### config.mk
export PLATFORM = sky130hd
export DESIGN_NAME = unique_key_set_table
export DESIGN_NICKNAME = d
export VERILOG_FILES = /design/src/rtl/ukst_pkg.sv /design/src/rtl/unique_key_set_table.sv /design/src/rtl/ukst_ctrl.sv /design/src/rtl/ukst_dp.sv
export SDC_FILE = /design/constraint.sdc
export NUM_CORES = 1
export LEC_CHECK = 0
export BUFFER_PORTS_ARGS = -buffer_cell sky130_fd_sc_hd__buf_2
export CAP_MARGIN = 20
export CORE_MARGIN = 2
export CORE_UTILIZATION = 32
export DETAILED_ROUTE_END_ITERATION = 16
export HOLD_SLACK_MARGIN = 0.12
export SLEW_MARGIN = 20
export SYNTH_ARGS = -nofsm -noshare
export SYNTH_HDL_FRONTEND = slang
export SYNTH_SLANG_ARGS = --single-unit
### constraint.sdc
create_clock -name clk -period 5.68 [get_ports clk]
set_input_delay 0.284 -clock clk [delete_from_list [all_inputs] [get_ports clk]]
set_output_delay 0.284 -clock clk [all_outputs]
set_load 0.05 [all_outputs]
### src/rtl/ukst_pkg.sv
// Shared constants, codes and control types for the unique key set table.
// Used by the controller, the datapath, the top level and the checker.
package ukst_pkg;

	localparam int CAPACITY  = 16;
	localparam int KEY_WIDTH = 32;
	localparam int POS_W     = $clog2(CAPACITY);
	localparam int CNT_W     = $clog2(CAPACITY + 1);

	localparam int CMD_W     = 2;
	localparam int STATUS_W  = 2;
	localparam int IN_DATA_W = ((KEY_WIDTH + 7) / 8) * 8;
	localparam int OUT_DATA_W = ((POS_W + CNT_W + 7) / 8) * 8;

	localparam logic [CMD_W-1:0] CMD_ADD    = 2'd0;
	localparam logic [CMD_W-1:0] CMD_REMOVE = 2'd1;
	localparam logic [CMD_W-1:0] CMD_SEARCH = 2'd2;

	localparam logic [STATUS_W-1:0] ST_OK      = 2'd0;
	localparam logic [STATUS_W-1:0] ST_DUP     = 2'd1;
	localparam logic [STATUS_W-1:0] ST_MISSING = 2'd2;
	localparam logic [STATUS_W-1:0] ST_FULL    = 2'd3;

	typedef struct packed {
		logic capture;
		logic update;
	} ukst_cmd_t;

	typedef struct packed {
		logic out_busy;
	} ukst_stat_t;

endpackage

### src/rtl/unique_key_set_table.sv
// Top level of the unique key set table: stream ports around the controller
// and datapath. Depends on ukst_pkg, ukst_ctrl and ukst_dp.
//
// Holds up to 16 distinct 32-bit keys in insertion order. Each input transfer
// carries a command (add, remove, search) and a key; each yields exactly one
// result transfer with status, position and the key count after the command.
// The key of a command is compared against every held entry in the cycle it
// is accepted, and the table is appended to or shifted down in the update state
// that follows. The update cycle waits while the previous result has not been
// taken, so a stalled output holds off the next command by the stall time.
// The table is empty after reset; no clearing pass is needed.
module unique_key_set_table (
	input  logic                              clk,
	input  logic                              arst_n,
	input  logic                              s_tvalid,
	output logic                              s_tready,
	input  logic [ukst_pkg::IN_DATA_W-1:0]    s_tdata,  // key
	input  logic [ukst_pkg::CMD_W-1:0]        s_tuser,  // cmd
	output logic                              m_tvalid,
	input  logic                              m_tready,
	output logic [ukst_pkg::OUT_DATA_W-1:0]   m_tdata,  // position, count, zero pad
	output logic [ukst_pkg::STATUS_W-1:0]     m_tuser   // status
);
	import ukst_pkg::*;

	ukst_cmd_t         cmd;
	ukst_stat_t        stat;
	logic [POS_W-1:0]  position;
	logic [CNT_W-1:0]  count;

	ukst_ctrl u_ctrl (
		.clk      (clk),
		.arst_n   (arst_n),
		.in_valid (s_tvalid),
		.in_ready (s_tready),
		.stat     (stat),
		.cmd      (cmd)
	);

	ukst_dp u_dp (
		.clk          (clk),
		.arst_n       (arst_n),
		.cmd          (cmd),
		.stat         (stat),
		.in_cmd       (s_tuser),
		.in_key       (s_tdata[KEY_WIDTH-1:0]),
		.out_valid    (m_tvalid),
		.out_ready    (m_tready),
		.out_status   (m_tuser),
		.out_position (position),
		.out_count    (count)
	);

	assign m_tdata = OUT_DATA_W'({count, position});

endmodule

### src/rtl/ukst_ctrl.sv
// Controller for the unique key set table: two-state sequencer that takes a
// command, then lets the datapath update the table. Depends on ukst_pkg.
module ukst_ctrl (
	input  logic              clk,
	input  logic              arst_n,
	input  logic              in_valid,
	output logic              in_ready,
	input  ukst_pkg::ukst_stat_t stat,
	output ukst_pkg::ukst_cmd_t  cmd
);
	import ukst_pkg::*;

	localparam logic S_IDLE = 1'b0;
	localparam logic S_UPD  = 1'b1;

	logic state_q;
	logic state_d;

	assign in_ready    = (state_q == S_IDLE);
	assign cmd.capture = in_valid && in_ready;
	assign cmd.update  = (state_q == S_UPD) && !stat.out_busy;

	always_comb begin
		state_d = state_q;
		case (state_q)
			S_IDLE: begin
				if (cmd.capture) state_d = S_UPD;
			end
			S_UPD: begin
				if (cmd.update) state_d = S_IDLE;
			end
			default: state_d = S_IDLE;
		endcase
	end

	always_ff @(posedge clk or negedge arst_n) begin
		if (!arst_n) begin
			state_q <= S_IDLE;
		end else begin
			state_q <= state_d;
		end
	end

endmodule

### src/rtl/ukst_dp.sv
// Datapath for the unique key set table: key store, parallel compare,
// append / shift-down update and the result register. Depends on ukst_pkg.
module ukst_dp (
	input  logic                          clk,
	input  logic                          arst_n,
	input  ukst_pkg::ukst_cmd_t           cmd,
	output ukst_pkg::ukst_stat_t          stat,
	input  logic [ukst_pkg::CMD_W-1:0]    in_cmd,
	input  logic [ukst_pkg::KEY_WIDTH-1:0] in_key,
	output logic                          out_valid,
	input  logic                          out_ready,
	output logic [ukst_pkg::STATUS_W-1:0] out_status,
	output logic [ukst_pkg::POS_W-1:0]    out_position,
	output logic [ukst_pkg::CNT_W-1:0]    out_count
);
	import ukst_pkg::*;

	logic [KEY_WIDTH-1:0] entries_q [CAPACITY];
	logic [CNT_W-1:0]     count_q;

	logic [CMD_W-1:0]     cmd_s1;
	logic [KEY_WIDTH-1:0] key_s1;
	logic                 hit_s1;
	logic [POS_W-1:0]     idx_s1;

	logic                 out_valid_q;
	logic [STATUS_W-1:0]  status_q;
	logic [POS_W-1:0]     pos_q;

	logic [CAPACITY-1:0]  match;
	logic                 hit;
	logic [POS_W-1:0]     idx;

	logic [STATUS_W-1:0]  status_d;
	logic [POS_W-1:0]     pos_d;
	logic [CNT_W-1:0]     count_d;
	logic                 do_append;
	logic                 do_shift;

	// compare against occupied entries, lowest matching index wins
	always_comb begin
		hit = 1'b0;
		idx = '0;
		for (int i = 0; i < CAPACITY; i++) begin
			match[i] = (CNT_W'(i) < count_q) && (entries_q[i] == in_key);
		end
		for (int i = CAPACITY - 1; i >= 0; i--) begin
			if (match[i]) begin
				hit = 1'b1;
				idx = POS_W'(i);
			end
		end
	end

	always_ff @(posedge clk) begin
		if (cmd.capture) begin
			cmd_s1 <= in_cmd;
			key_s1 <= in_key;
			hit_s1 <= hit;
			idx_s1 <= idx;
		end
	end

	always_comb begin
		status_d  = ST_OK;
		pos_d     = '0;
		count_d   = count_q;
		do_append = 1'b0;
		do_shift  = 1'b0;
		case (cmd_s1)
			CMD_ADD: begin
				if (hit_s1) begin
					status_d = ST_DUP;
				end else if (count_q >= CNT_W'(CAPACITY)) begin
					status_d = ST_FULL;
				end else begin
					do_append = 1'b1;
					count_d   = count_q + 1'b1;
				end
			end
			CMD_REMOVE: begin
				if (!hit_s1) begin
					status_d = ST_MISSING;
				end else begin
					do_shift = 1'b1;
					count_d  = count_q - 1'b1;
					pos_d    = idx_s1;
				end
			end
			CMD_SEARCH: begin
				if (!hit_s1) begin
					status_d = ST_MISSING;
				end else begin
					pos_d = idx_s1;
				end
			end
			default: begin
				status_d = ST_OK;
			end
		endcase
	end

	always_ff @(posedge clk) begin
		if (cmd.update) begin
			if (do_append) begin
				entries_q[count_q[POS_W-1:0]] <= key_s1;
			end
			if (do_shift) begin
				for (int i = 0; i < CAPACITY - 1; i++) begin
					if (POS_W'(i) >= idx_s1) entries_q[i] <= entries_q[i+1];
				end
			end
			status_q <= status_d;
			pos_q    <= pos_d;
		end
	end

	always_ff @(posedge clk or negedge arst_n) begin
		if (!arst_n) begin
			count_q     <= '0;
			out_valid_q <= 1'b0;
		end else begin
			if (cmd.update) begin
				count_q     <= count_d;
				out_valid_q <= 1'b1;
			end else if (out_ready) begin
				out_valid_q <= 1'b0;
			end
		end
	end

	assign stat.out_busy = out_valid_q && !out_ready;
	assign out_valid     = out_valid_q;
	assign out_status    = status_q;
	assign out_position  = pos_q;
	assign out_count     = count_q;

endmodule

==> flow_summary.rst <==
.. list-table::
   :header-rows: 1

   * - Metric
     - Value
   * - Worst slew margin relative to its limit
     - 0.203
   * - Total of warnings raised by yosys
     - 0
   * - Startpoint type of the worst setup path
     - register
   * - Placeable core region
     - 91700 sq um
   * - Number of synthesized flops with an enable pin
     - 557
   * - Peak supply drop
     - 0.235 mV
   * - Initial antenna violation count
     - 4
   * - Signal arrival time at the worst endpoint
     - 3.96 ns
   * - Period utilization
     - 0.647
   * - RR Endpoint
     - u_dp.entries_q[10][29]
   * - Worst hold path cell count
     - 1
   * - Initial Utilization
     - 0.323
   * - Postcts setup bufs
     - 0
   * - Worst reg2reg startpoint
     - u_dp.out_valid
   * - Power density over the cells
     - 317 nW/um^2
   * - Antenna fix cells
     - 0
   * - Post-Synthesis Mean Instance Area
     - 14.4 sq um
   * - Standard-cell rows
     - 111
   * - Number of hold-slack violations in the final timing report
     - 0
   * - Deepest clock path buffer count
     - 3
   * - Total wirelength of the detailed-routed design
     - 93000 um
   * - Post-detail-place hpwl
     - 67000 um
   * - Layout net count
     - 2117
   * - Number of global-route vias before repair
     - 18100
   * - Clock latency on the worst-skew pair
     - 0.66 ns
   * - Number of buffers inserted for hold repair after clock tree synthesis
     - 7
   * - Leakage power
     - 11.0 nW
   * - H-tree levels
     - 2
   * - Worst clock skew
     - 0.0270 ns
   * - Share of post-route cells with drive strength above 1
     - 0.312
   * - Number of vias after detailed routing
     - 17500
   * - Overall global routing resource usage
     - 0.195
   * - Total DRC errors in the routed layout
     - 0
   * - Largest fanout of any net on the critical path
     - 34
   * - First-iteration detailed-routing DRC count
     - 1495
   * - Number of placed instances, taps included
     - 3187
   * - Area growth syn-to-layout
     - 12.3%
   * - Die Span X
     - 308 um
   * - Total congestion overflow after global routing
     - 0
   * - Cts bufs inserted
     - 61
   * - Number of nets with antenna violations after detailed routing
     - 0
   * - Synthesized instance count
     - 2060
   * - Final critical delay including setup and external delays
     - 3.67 ns
   * - Tightest Hold Check Type
     - primary input to register
   * - DIE AREA
     - 94900 sq um
   * - IO Count
     - 58
   * - Post-route insts no fill
     - 3308
   * - TritonCTS Sinks
     - 564
   * - Max_cap viols
     - 0
   * - Total of flip-flops plus latches after synthesis
     - 564
   * - Maximum number of pins on one net before global-route repair
     - 41
   * - Worst hold path endpoint
     - u_dp.key_s1[0]
   * - Buffer type at the clock tree root
     - sky130_fd_sc_hd__clkbuf_16
   * - Upper clock frequency limit
     - 0.272 GHz
   * - Run status
     - finished clean
   * - Final TNS setup
     - 0 ns
   * - CTS tree
     - built
   * - Cell breakdown of the critical path
     - nand2b_1 -> and2_0 -> and3_1 -> nand2_2 -> a31o_2 -> nand2_1 -> buf_4
   * - Number of setup violations in the final report
     - 0
   * - Crit path required time
     - 5.97 ns
   * - Fraction of registers with async set or reset after synthesis
     - 0.0124
   * - Unrepaired setup endpoints after global routing
     - false
   * - Start point of the worst hold path
     - s_tdata[0]
   * - Final Power
     - 10.5 mW
   * - Total count of max-transition violations in the final report
     - 0
   * - Final-layout worst hold slack
     - 0.175 ns
   * - Clock transition at the registers of the reported paths
     - 0.06 ns
   * - Sequential area share after synthesis
     - 0.571
   * - Flip-flop cell with the highest count after synthesis
     - sky130_fd_sc_hd__edfxtp_1
   * - Number of distinct library cell variants in the gate-level netlist after synthesis
     - 51
   * - Total of cells resized after clock tree synthesis
     - 0
   * - Class of the most critical setup path
     - register to register
   * - Synthesized cell area
     - 29600 sq um
   * - Least-Margin Pin Slew
     - 1.20 ns
   * - Pre-antenna DRT Iters
     - 5
   * - Worst r2r path cells
     - 7
   * - Average wire length per cell after detail routing
     - 28.1 um
   * - Number of port buffers
     - 50
   * - Final GP Congestion
     - 0.953
   * - First-pass GRT wire length
     - 134000 um
   * - Category of the worst setup path capture point
     - register
   * - Vias per cell
     - 5.29
   * - Slowest CP cell
     - sky130_fd_sc_hd__a31o_2
   * - Vertical die dimension
     - 308 um
   * - CP peak stage delay
     - 0.71 ns
   * - FF-to-FF setup slack
     - 2.01 ns
[power by group]
group	switching, mW	internal (mW)	leakage, nW	total (mW)
sequential	0.259	4.75	5.13	5.01
combinational	0.759	0.455	4.84	1.21
clock	1.75	2.55	1.03	4.30
total	2.77	7.76	11.0	10.5
[sequential cells by signal (all words and copies together), names as in the netlist]
signal and count:
u_dp.entries_q 512, u_dp.idx_s1 4, u_dp.hit_s1 1, u_dp.out_count 5, u_dp.out_valid 1, u_dp.key_s1 32, u_dp.out_position 4, u_dp.cmd_s1 2
u_ctrl.state_q 1, u_dp.out_status 2
[layout make-up]
class	instances	area, sq um
clock buffer	66	1550
clock inverter	48	583
fill	8710	58400
inverter	9	33.8
multi-input combinational	1331	12000
sequential	564	16900
tap	1186	1480
timing repair buffer	104	721
[cells in the mapped netlist, drive strengths merged, types with 2 or more instances]
| cell type | n | area share |
|---|---|---|
| edfxtp | 557 | 0.57 |
| mux2 | 481 | 0.18 |
| xor2 | 338 | 0.10 |
| xnor2 | 179 | 0.053 |
| buf | 92 | 0.017 |
| nor4 | 87 | 0.019 |
| clkbuf | 70 | 0.0089 |
| nand4 | 56 | 0.012 |
| nand2 | 47 | 0.0060 |
| nand3 | 26 | 0.0044 |
| nor3 | 19 | 0.0034 |
| nor2 | 17 | 0.0022 |
| a21oi | 15 | 0.0025 |
| inv | 9 | 0.0011 |
| ha | 8 | 0.0034 |
| dfrtp | 7 | 0.0059 |
| o21ai | 6 | 0.0010 |
| a21o | 5 | 0.0013 |
| and3 | 5 | 0.0011 |
| a2111oi | 4 | 0.0012 |
| and2 | 4 | 0.00085 |
| nor3b | 4 | 0.0010 |
| nor2b | 3 | 0.00063 |
| or4 | 3 | 0.00089 |
| nand2b | 2 | 0.00042 |
[through the flow]
stage	util	cell area, sq um	setup WS [ns]
global route	0.362	33200	1.73
CTS	0.362	33200	1.95
detailed placement	0.338	31000	1.96
floorplan	-	29600	2.35
finish	0.362	33200	2.01
global placement	0.338	30900	2.08
[cells in the final DEF (no fill, tap or decap), types with 44 or more instances in the layout]
cell type | synthesis | layout
sky130_fd_sc_hd__edfxtp_1 | 557 | 557
sky130_fd_sc_hd__mux2_2 | 455 | 455
sky130_fd_sc_hd__xor2_1 | 338 | 338
sky130_fd_sc_hd__xnor2_1 | 179 | 179
sky130_fd_sc_hd__nor4_1 | 86 | 85
sky130_fd_sc_hd__clkbuf_16 | 0 | 61
sky130_fd_sc_hd__nand4_1 | 56 | 56
sky130_fd_sc_hd__buf_2 | 58 | 50
sky130_fd_sc_hd__nand2_1 | 47 | 44
sky130_fd_sc_hd__buf_4 | 10 | 44
[metal layers]
layer | wire length [um] | GRT usage | vias up | part of all wire
li1 | - | - | 7613 | -
met1 | 38400 | 0.248 | 9116 | 0.41
met2 | 45900 | 0.336 | 613 | 0.49
met3 | 4780 | 0.0258 | 163 | 0.051
met4 | 3880 | 0.0784 | 6 | 0.042
met5 | 32 | 0 | - | 0.00034
[worst max-delay path: cells and delay by family (launching register included)]
family | cells | cell delay, ns
buf+inv | 1 | 0.38
simple gates | 5 | 1.84
flops | 1 | 0.37
compound gates | 1 | 0.71
[kinds of logic after synthesis]
logic type	share of synthesized area
other cells	0.000127
fa+ha+maj	0.00338
mux	0.183
flops	0.571
xor+xnor	0.153
simple gates	0.0526
buf+inv	0.0272
compound gates	0.00872
[how the worst max path moves through the flow]
stage | startpoint | cells after the start | end | slack [ns]
after detailed placement | m_tready | 7 | u_dp.entries_q[11][0] | 1.96
after global routing | u_dp.out_valid | 7 | u_dp.entries_q[10][10] | 1.73
after CTS | u_dp.out_valid | 6 | u_dp.entries_q[11][0] | 1.95
after floorplan | u_dp.out_valid | 9 | u_dp.entries_q[0][0] | 2.35
after global placement | m_tready | 7 | u_dp.entries_q[11][0] | 2.08
final | u_dp.out_valid | 7 | u_dp.entries_q[10][29] | 2.01
(Power assumes the default switching activity.)
